==> src/sv/l2rls_pkg.sv <==
// ----------------------------------------------------------------------------
// l2rls_pkg: shared types and constants
// Item and result records, register map and back-end states of the
// regularised label score block.
// ----------------------------------------------------------------------------
`default_nettype none

package l2rls_pkg;

	localparam int ADDR_W = 3;
	localparam logic [0:0] REG_L2_WEIGHT = 1'b0;
	localparam logic [31:0] L2_WEIGHT_RESET = 32'h0001_0000;

	localparam int QUEUE_DEPTH = 2;
	localparam int QPTR_W = $clog2(QUEUE_DEPTH);
	localparam int QCNT_W = $clog2(QUEUE_DEPTH + 1);

	localparam int DIV_STEPS = 32;
	localparam int DCNT_W = $clog2(DIV_STEPS);

	typedef struct packed {
		logic signed [32:0] g;
		logic signed [34:0] d;
		logic               last;
	} item_t;

	typedef struct packed {
		logic signed [31:0] label_score;
		logic signed [47:0] label_quality;
		logic signed [47:0] overall_quality;
		logic               is_last;
	} result_t;

	typedef enum logic [3:0] {
		ST_IDLE,
		ST_SETUP,
		ST_DIV,
		ST_SCORE,
		ST_MUL_P1,
		ST_MUL_S2,
		ST_MUL_LO,
		ST_MUL_HI,
		ST_SUM,
		ST_QUAL,
		ST_EMIT
	} back_state_t;

endpackage

`default_nettype wire

==> src/sv/l2rls_front.sv <==
// ----------------------------------------------------------------------------
// l2rls_front: input stage and item queue
// Forms the gradient, Hessian and denominator of each label and holds the
// items in a short queue until the back end takes them.
// ----------------------------------------------------------------------------
`default_nettype none

module l2rls_front (
	input  wire logic                clk,
	input  wire logic                arst_n,
	input  wire logic                push,
	output logic                     full,
	input  wire logic signed [31:0]  covered_grad,
	input  wire logic signed [31:0]  covered_hess,
	input  wire logic signed [31:0]  total_grad,
	input  wire logic signed [31:0]  total_hess,
	input  wire logic                use_complement,
	input  wire logic                last_label,
	input  wire logic [31:0]         l2_weight,
	input  wire logic                take,
	output logic                     item_valid,
	output l2rls_pkg::item_t         item
);
	import l2rls_pkg::*;

	item_t             ent_q [QUEUE_DEPTH];
	logic [QPTR_W-1:0] wptr_q;
	logic [QPTR_W-1:0] rptr_q;
	logic [QCNT_W-1:0] cnt_q;
	item_t             new_item;
	logic signed [32:0] g;
	logic signed [32:0] h;
	logic              push_acc;
	logic              take_acc;

	always_comb begin
		if (use_complement) begin
			g = 33'(total_grad) - 33'(covered_grad);
			h = 33'(total_hess) - 33'(covered_hess);
		end else begin
			g = 33'(covered_grad);
			h = 33'(covered_hess);
		end
		new_item.g    = g;
		new_item.d    = 35'(h) + 35'($signed({3'b000, l2_weight}));
		new_item.last = last_label;
	end

	assign full       = (cnt_q == QCNT_W'(QUEUE_DEPTH));
	assign item_valid = (cnt_q != '0);
	assign item       = ent_q[rptr_q];
	assign push_acc   = push && !full;
	assign take_acc   = take && item_valid;

	always_ff @(posedge clk or negedge arst_n) begin
		if (!arst_n) begin
			wptr_q <= '0;
			rptr_q <= '0;
			cnt_q  <= '0;
		end else begin
			if (push_acc) begin
				wptr_q <= (wptr_q == QPTR_W'(QUEUE_DEPTH - 1)) ? '0 : wptr_q + 1'b1;
			end
			if (take_acc) begin
				rptr_q <= (rptr_q == QPTR_W'(QUEUE_DEPTH - 1)) ? '0 : rptr_q + 1'b1;
			end
			if (push_acc && !take_acc) begin
				cnt_q <= cnt_q + 1'b1;
			end else if (take_acc && !push_acc) begin
				cnt_q <= cnt_q - 1'b1;
			end
		end
	end

	always_ff @(posedge clk) begin
		if (push_acc) begin
			ent_q[wptr_q] <= new_item;
		end
	end

endmodule

`default_nettype wire

==> config.mk <==
export PLATFORM = sky130hd
export DESIGN_NAME = l2rls_front
export DESIGN_NICKNAME = d
export VERILOG_FILES = /design/src/sv/l2rls_pkg.sv /design/src/sv/l2rls_front.sv
export SDC_FILE = /design/constraint.sdc
export NUM_CORES = 1
export LEC_CHECK = 0
export ABC_AREA = 0
export BUFFER_PORTS_ARGS = -buffer_cell sky130_fd_sc_hd__buf_2
export CORE_MARGIN = 2
export CORE_UTILIZATION = 45
export CTS_BUF_LIST = sky130_fd_sc_hd__clkbuf_8 sky130_fd_sc_hd__clkbuf_16
export CTS_CLUSTER_SIZE = 25
export DETAILED_ROUTE_END_ITERATION = 6
export PLACE_DENSITY = 0.68
export SYNTH_ARGS = -nofsm -noshare
export SYNTH_HDL_FRONTEND = slang
export SYNTH_SLANG_ARGS = --single-unit
==> constraint.sdc <==
create_clock -name clk -period 7.8 [get_ports clk]
set_input_delay 0 -clock clk [delete_from_list [all_inputs] [get_ports clk]]
set_output_delay 0 -clock clk [all_outputs]
set_load 0.05 [all_outputs]
==> impl_metrics.json, run 1 <==
{
  "status": "completed",
  "synth_top_area_cell": "edfxtp_1",
  "slew_headroom_pct": 30.6,
  "maxCapViolCount": 0,
  "synth-edff-count": 136,
  "synth_cell_types": 71,
  "cts_made_buffers": 17,
  "fmaxAchievable_mhz": 231,
  "postSynthCellCount": 1076,
  "worstSkewPairLatency_ps": 420,
  "synth_nets": 1342,
  "nNetsFinal": 1596,
  "die_y_um": 158,
  "crit_family": "compound AO/OA/AOI/OAI gates",
  "skew_ps": 10.1,
  "finalSetupTns_ps": 0,
  "critPathMaxFanout": 6,
  "layout_worst_path_cycle_share_pct": 55.6,
  "ff2ff_path_depth": 4,
  "area_growth_pct": 21.6,
  "finalWirelength_um": 27900,
  "hpwl_um": 20800,
  "required_ps": 8030,
  "post_drt_wl_per_cell_um": 16.7,
  "grt_overflow": 0,
  "cts.sinks": 140,
  "cp-endpoint": "ent_q[0][35]",
  "cts_root_buffer": "clkbuf_16",
  "synth_warnings": 0,
  "fill_cells": 2139,
  "rsz0062_at_grt": "false",
  "cts_setup_buffers": 0,
  "crit_type": "in -> reg",
  "path_clk_slew_ps": 70,
  "critPathMaxStageDelay_ps": 380,
  "r2r-start": "cnt_q[0]",
  "ys_top_cells_by_area": "edfxtp_1, ha_1, mux2_2, a21oi_1, xnor2_1",
  "powerDensity_mw_per_mm2": 301,
  "final_cell_area_mm2": 0.0130,
  "tightest_slew_ps": 1040,
  "dpl_cell_area_mm2": 0.0122,
  "startpoint": "covered_hess[2]",
  "die_w_um": 158,
  "cts_buffer_depth": 2,
  "start_kind": "primary input",
  "dp.cells": 1606,
  "synth_common_cells": "edfxtp_1, ha_1, a21oi_1",
  "grt_pass1_wl_um": 43000,
  "drtIter0Drc": 501,
  "final_layout_size_suffix_gt1_share_pct": 27.0,
  "final_max_slew_viol_count": 0,
  "reg2reg_slack_ps": 5740,
  "netlist.area_leader.share_pct": 38.1,
  "path_buf_inv": 2,
  "num_vias": 9004,
  "final_hold_viol_count": 0,
  "start_util_pct": 45.8,
  "r2r_end": "ent_q[0][38]",
  "antenna_found_initial": 1,
  "ys_seq_elements": 140,
  "yosys_most_used_dff": "edfxtp_1",
  "ir_drop_mv": 0.266,
  "track_usage_pct": 22.1,
  "synth_area_mm2": 0.0107,
  "coreArea_mm2": 0.0234,
  "cp-end-kind": "flop",
  "slowest_stage": "ha_1",
  "drc_errors": 0,
  "instances_no_fill": 1665,
  "place.gp.congestion": 0.908,
  "p_leak_nw": 5.77,
  "hold_class": "in -> reg",
  "yosys.cell_count.top_type": "edfxtp_1",
  "async_flop_share_pct": 2.86,
  "critPathMostFrequentCell": "a21oi_1",
  "cp_cell_sequence": "buf_2, inv_1, ha_1, nor2b_1, o31ai_1, a31oi_1, a41oi_1, nand2_1, a21oi_1, xor2_1, mux2i_1, ha_1, a21o_1, a21o_1, a21oi_1, o21ai_1, a31oi_2, a21oi_1, o41a_1, o2111a_1, nor3_1",
  "cp_data_arrival_time_ps": 4570,
  "min_period_ps": 4340,
  "grt_pass1_vias": 8652,
  "seq_area_frac_synth_pct": 39.1,
  "ios": 237,
  "first_pass_iters": 5,
  "cts_tree": "yes",
  "routed_via_density": 5.41,
  "path_depth": 21,
  "avgSynthCellArea_um2": 9.95,
  "setup_violations": 0,
  "grt_max_degree": 70,
  "rows": 56,
  "h-tree-depth": 4,
  "portBuffers": 236,
  "ant_nets": 0,
  "dieArea_mm2": 0.0250
}
layout make-up:
cell class / instances / area, um2 / share of cell area (%)
Timing Repair Buffer: 262 / 1440 / 11.1
Clock inverter: 15 / 133 / 1.02
Tap cell: 319 / 399 / 3.07
Multi-Input combinational cell: 821 / 6100 / 46.8
Clock buffer: 17 / 425 / 3.27
Sequential cell: 140 / 4190 / 32.2
Antenna cell: 3 / 7.51 / 0.0577
Inverter: 88 / 330 / 2.54
registers in the layout (all words and copies together), names as in the netlist:
register	flops
ent_q	136
cnt_q	2
rptr_q	1
wptr_q	1
power by group:
group          total (W)  internal [W]  switching, W
clock           0.000784      0.000419      0.000365
combinational    0.00190      0.000617       0.00128
sequential       0.00123       0.00111      0.000120
worst register-to-register path, cell delays in order, from the launching register on:
cell and delay [ps]:
dfrtp_1 410, nand2b_1 170, nand2_1 150, nor2_4 100, buf_4 730
metal layers:
layer  vias to the layer above  GRT usage (%)  routed length, um
met1                      4220           30.4              13000
met2                       255           36.3              13100
met5                         -              0                  0
met3                        29           3.38               1310
li1                       4500              -                  -
met4                         0           6.35                452
layout by cell type, fill, tap and decap left out, types with 24 or more instances in the layout:
| cell type | n |
|---|---|
| a21o_1 | 43 |
| a21oi_1 | 88 |
| buf_2 | 235 |
| dlygate4sd3_1 | 24 |
| edfxtp_1 | 136 |
| ha_1 | 97 |
| inv_1 | 88 |
| mux2_2 | 70 |
| nand2_1 | 85 |
| nor2_1 | 60 |
| o21ai_0 | 61 |
| xnor2_1 | 49 |
| xor2_1 | 26 |
how the worst min path moves through the flow:
stage	from	end	slack, ps	cells past startpoint
floorplan	arst_n	cnt_q[0]	-300	0
global placement	arst_n	wptr_q	-190	1
detailed placement	arst_n	wptr_q	-190	1
CTS	covered_grad[21]	ent_q[1][57]	0.7	3
global route	covered_grad[21]	ent_q[0][57]	20	3
finish	covered_grad[21]	ent_q[0][57]	10	3
through the flow:
| step | utilization [%] | setup WS (ps) | total power (W) | hold WS [ps] |
|---|---|---|---|---|
| finish | 55.6 | 3460 | 0.00391 | 12.4 |
| global route | 55.6 | 3170 | 0.00411 | 16.9 |
| CTS | 55.6 | 3520 | 0.00394 | 0.744 |
| floorplan | - | 3830 | 0.00270 | -296 |
| global placement | 52.2 | 3200 | 0.00311 | -192 |
| detailed placement | 52.2 | 3100 | 0.00314 | -192 |
cell families (layout without fill, tap and decap cells):
group | count (synthesis) | after routing | share of synthesized area, %
XOR/XNOR | 75 | 75 | 6.13
AND/OR/NAND/NOR | 242 | 242 | 10.8
adder cells (fa/ha/maj) | 100 | 100 | 11.9
flip-flops | 140 | 140 | 39.1
multiplexers | 86 | 86 | 8.86
buffers and inverters | 115 | 382 | 4.09
AO/OA/AOI/OAI | 318 | 318 | 19.2
other | 0 | 3 | 0
repair_timing:
action,in CTS,in global routing
resized for setup,0,0
hold buffers,24,0
endpoints found under the hold margin,46,0
No activity file was read; power rests on OpenSTA's default activity.
==> run 2: changes to the inputs <==
PLACE_DENSITY = 0.71   (was 0.68)
clock period = 3.5 ns   (was 7.8 ns; I/O delays follow)
==> impl_metrics.json, run 2 (same netlist as run 1, synthesis figures left out) <==
{
  "hpwl_um": 22500,
  "cts_tree": "yes",
  "required_ps": 3760,
  "nNetsFinal": 1776,
  "r2r_end": "ent_q[1][13]",
  "worstHoldEndpoint": "ent_q[0][57]",
  "layout_commonest_cell": "buf_2",
  "hold_class": "in -> reg",
  "num_vias": 9895,
  "powerDensity_mw_per_mm2": 628,
  "reg2reg_slack_ps": 1590,
  "first_pass_iters": 7,
  "cp_data_arrival_time_ps": 3970,
  "start_kind": "primary input",
  "grt_overflow": 0,
  "ios": 237,
  "critPathMaxFanout": 3,
  "ir_drop_mv": 0.590,
  "p_total_w": 0.00949,
  "slew_headroom_pct": 29.1,
  "start_util_pct": 45.8,
  "finalWirelength_um": 31600,
  "regMostFlops": "ent_q",
  "status": "complete, but fails checks",
  "fmaxAchievable_mhz": 269,
  "cp-end-kind": "flop",
  "ant_nets": 0,
  "maxCapViolCount": 0,
  "track_usage_pct": 24.3,
  "grt_max_degree": 69,
  "portBuffers": 236,
  "largest_register_ffs": 136,
  "skew_ps": 11.5,
  "final_max_slew_viol_count": 0,
  "grt_pass1_wl_um": 47400,
  "dp.cells": 1751,
  "path_clk_slew_ps": 70,
  "cts_buffer_depth": 2,
  "setup_violations": 18,
  "dieArea_mm2": 0.0250,
  "final_cell_mix": "buf_2, buf_4, edfxtp_1",
  "p_leak_nw": 6.81,
  "die_y_um": 158,
  "coreArea_mm2": 0.0234,
  "rows": 56,
  "final_layout_size_suffix_gt1_share_pct": 40.9,
  "reg.largest.list": "ent_q x136, cnt_q x2",
  "crit_type": "in -> reg",
  "post_drt_wl_per_cell_um": 17.2,
  "holdCritStartpoint": "covered_grad[21]",
  "routed_via_density": 5.36,
  "grt_pass1_vias": 9672,
  "rsz0062_at_grt": "true",
  "final_hold_viol_count": 0,
  "r2r-start": "cnt_q[0]",
  "die_w_um": 158,
  "area_growth_pct": 41.2,
  "cts_root_buffer": "clkbuf_16",
  "antenna_found_initial": 1,
  "min_period_ps": 3710,
  "drc_errors": 1,
  "place.gp.congestion": 0.915,
  "instances_no_fill": 1845,
  "layout_worst_path_cycle_share_pct": 106,
  "hold_path_depth": 3,
  "worst_slack_ps": -211,
  "h-tree-depth": 4,
  "tightest_slew_ps": 1060,
  "violations": "DRC, setup timing",
  "ff2ff_path_depth": 2,
  "cts_made_buffers": 17,
  "worstSkewPairLatency_ps": 430,
  "finalSetupTns_ps": -2490,
  "drtIter0Drc": 502,
  "cts.sinks": 140
}
run 2: worst max-delay path: stages:
cell      delay (ps)
buf_2            110
inv_1             40
ha_1             330
a21o_1           200
a21oi_1          240
o21ai_1          150
a32oi_1          320
o21ai_4          110
o21ai_2          120
nand2b_1          70
xor2_1           140
mux2_4           280
ha_4             220
a21o_1           160
a21o_1           180
a21oi_2          190
nand2_1           90
nand2_1           90
a21oi_2           40
o41a_1           440
o2111a_1         260
nor3_2           190
run 2: worst max-delay path by stage:
stage                     start           end  slack (ps)  cells after the start
3_3_place_gp      total_hess[0]  ent_q[0][33]        -860                     24
4_1_cts           total_hess[0]  ent_q[1][23]        -150                     23
6_report       covered_hess[11]  ent_q[0][35]        -210                     22
3_5_place_dp      total_hess[0]  ent_q[0][33]        -980                     24
5_1_grt         covered_hess[5]  ent_q[1][23]        -430                     22
2_1_floorplan     total_hess[0]  ent_q[0][23]        -300                     22
run 2: what timing repair did:
item | CTS | global route
endpoints found under the hold margin | 48 | 0
pin swaps | 35 | 75
endpoints found under the setup margin | 28 | 33
resized for setup | 53 | 69
cloned | 0 | 0
buffers inserted | 20 | 23
hold buffers | 25 | 0
run 2: per-layer routing:
metal  vias to the layer above  global-route usage, %  share of wire (%)
met4                         0                   8.58                2.5
met1                      4668                   32.2                 45
met5                         -                      0                  0
met2                       295                   40.6                 48
li1                       4877                      -                  -
met3                        55                   3.51                4.7
run 2: through the flow:
stage	instance area, um2	setup WS, ps	hold slack (ps)	utilization (%)
global route	15100	-426	30.3	64.6
finish	15100	-211	12.5	64.6
detailed placement	13400	-980	-189	57.4
CTS	14600	-146	4.41	62.6
global placement	13400	-858	-189	57.4
floorplan	10800	-301	-296	-
run 2: final cells by class:
class	instances	area [um2]
diodes	3	7.51
fillers	1919	8280
repair buffers	442	2900
clock inverters	15	158
well taps	319	399
clock buffers	17	425
flip-flops and latches	140	4190
inverters	88	350
multi-input cells	821	6700
run 2: where the power goes:
part	switching [W]	total, W	internal, W	leakage (nW)
Clock	0.000848	0.00186	0.00101	0.285
Sequential	0.000151	0.00262	0.00247	1.31
Combinational	0.00320	0.00501	0.00182	5.22
Total	0.00419	0.00949	0.00530	6.81
==> run 3: changes to the inputs <==
CORE_UTILIZATION = 44   (was 45)
PLACE_DENSITY = 0.75   (was 0.71)
==> impl_metrics.json, run 3 (same netlist as run 1, synthesis figures left out) <==
{
  "timing.hold.ws_ps": 10.8,
  "instances_no_fill": 1851,
  "path_clk_slew_ps": 70,
  "h-tree-depth": 4,
  "post_drt_wl_per_cell_um": 17.2,
  "final_cell_area_mm2": 0.0151,
  "tightest_slew_ps": 1040,
  "reg.largest.list": "ent_q x136, cnt_q x2",
  "finalWirelength_um": 31800,
  "start_util_pct": 44.4,
  "required_ps": 3750,
  "violations": "setup timing",
  "path_buf_inv": 5,
  "dp.cells": 1757,
  "ant_nets": 0,
  "crit_family": "compound AO/OA/AOI/OAI gates",
  "setup_violations": 22,
  "worstSkewPairLatency_ps": 430,
  "regMostFlops": "ent_q",
  "r2r_end": "ent_q[0][17]",
  "dpl_cell_area_mm2": 0.0134,
  "worst_slack_ps": -405,
  "final_hold_viol_count": 0,
  "grt_pass1_vias": 9958,
  "cts_tree": "yes",
  "hold_class": "in -> reg",
  "status": "complete, but fails checks",
  "cp_cell_sequence": "buf_12, inv_12, ha_4, fa_2, nor2b_4, o31ai_4, a31oi_4, buf_6, a41oi_4, buf_6, o21ai_4, o21ai_2, nand2b_1, xor2_1, mux2_4, ha_4, a21o_1, a21o_1, a21oi_2, buf_4, a21oi_4, o41a_1, o2111a_1, nor3_2",
  "fmaxAchievable_mhz": 256,
  "drc_errors": 0,
  "maxCapViolCount": 0,
  "ir_drop_mv": 0.639,
  "ios": 237,
  "start_kind": "primary input",
  "num_vias": 10100,
  "layout_worst_path_cycle_share_pct": 112,
  "slowest_stage": "o41a_1",
  "final_max_slew_viol_count": 0,
  "rsz0062_at_grt": "true",
  "die_y_um": 160,
  "final_cell_mix": "buf_2, buf_4, edfxtp_1",
  "critPathMaxFanout": 3,
  "area_growth_pct": 40.9,
  "hpwl_um": 22600,
  "grt_max_degree": 70,
  "grt_overflow": 0,
  "holdCritStartpoint": "covered_grad[23]",
  "portBuffers": 236,
  "first_pass_iters": 5,
  "coreArea_mm2": 0.0241,
  "p_total_w": 0.00952,
  "final_layout_size_suffix_gt1_share_pct": 41.5,
  "hold_path_depth": 3,
  "worstHoldEndpoint": "ent_q[1][59]",
  "reg2reg_slack_ps": 1480,
  "crit_type": "in -> reg",
  "routed_via_density": 5.45,
  "cts_root_buffer": "clkbuf_16",
  "slew_headroom_pct": 30.4,
  "place.gp.congestion": 0.922,
  "p_leak_nw": 6.80,
  "cp-end-kind": "flop",
  "cts.sinks": 140,
  "grt_pass1_wl_um": 48600,
  "ff2ff_path_depth": 4,
  "min_period_ps": 3900,
  "layout_commonest_cell": "buf_2",
  "die_w_um": 160,
  "r2r-start": "cnt_q[0]",
  "dieArea_mm2": 0.0256,
  "antenna_found_initial": 12,
  "cts_buffer_depth": 2,
  "largest_register_ffs": 136,
  "cts_made_buffers": 17,
  "rows": 57,
  "cp_data_arrival_time_ps": 4150,
  "powerDensity_mw_per_mm2": 631,
  "skew_ps": 16.5,
  "track_usage_pct": 23.7,
  "nNetsFinal": 1767,
  "critPathMaxStageDelay_ps": 440,
  "drtIter0Drc": 603
}
-- run 3: worst max-delay path by stage --
stage	from	end	slack, ps	depth (start not counted)
5_1_grt	total_hess[0]	ent_q[1][35]	-530	24
4_1_cts	total_hess[0]	ent_q[0][23]	-240	24
6_report	total_hess[0]	ent_q[1][35]	-400	24
2_1_floorplan	total_hess[0]	ent_q[0][23]	-300	22
3_3_place_gp	total_hess[0]	ent_q[0][35]	-810	24
3_5_place_dp	total_hess[0]	ent_q[0][35]	-890	24
-- run 3: repair_timing --
item	in CTS	in global routing
pin swaps	44	81
resized for setup	45	81
endpoints found under the hold margin	40	0
endpoints found under the setup margin	29	36
hold buffers	21	0
setup buffers	17	18
-- run 3: power by group --
group	switching (W)	internal [W]
Sequential	0.000269	0.00248
Clock	0.000751	0.00112
Combinational	0.00310	0.00180
-- run 3: metrics by stage --
| step | setup WS, ps | setup TNS [ps] | utilization, % |
|---|---|---|---|
| after floorplan | -301 | -2370 | - |
| after global placement | -811 | -20140 | 55.8 |
| after detailed placement | -886 | -22180 | 55.8 |
| after CTS | -240 | -2070 | 60.3 |
| after global routing | -533 | -10490 | 62.6 |
| final | -405 | -5440 | 62.6 |
-- run 3: layout make-up --
| cell class | count | area (um2) |
|---|---|---|
| Clock inverter | 15 | 173 |
| Antenna cell | 13 | 32.5 |
| Inverter | 88 | 345 |
| Fill cell | 1929 | 9020 |
| Sequential cell | 140 | 4190 |
| Clock buffer | 17 | 425 |
| Timing Repair Buffer | 433 | 2830 |
| Multi-Input combinational cell | 821 | 6680 |
| Tap cell | 324 | 405 |
-- run 3: metal layers --
layer | wire [um] | global-route usage (%) | share of wire, % | up-vias
met2 | 15300 | 39.4 | 48 | 345
li1 | - | - | - | 4855
met4 | 1400 | 12.0 | 4.4 | 0
met1 | 13600 | 30.4 | 43 | 4805
met5 | 0 | 0 | 0 | -
met3 | 1530 | 3.25 | 4.8 | 89
-- run 3: tightest hold or removal path: cells and delay by family --
kind                   cells  cell delay, ps
AO/OA/AOI/OAI              1             190
buffers and inverters      2             110
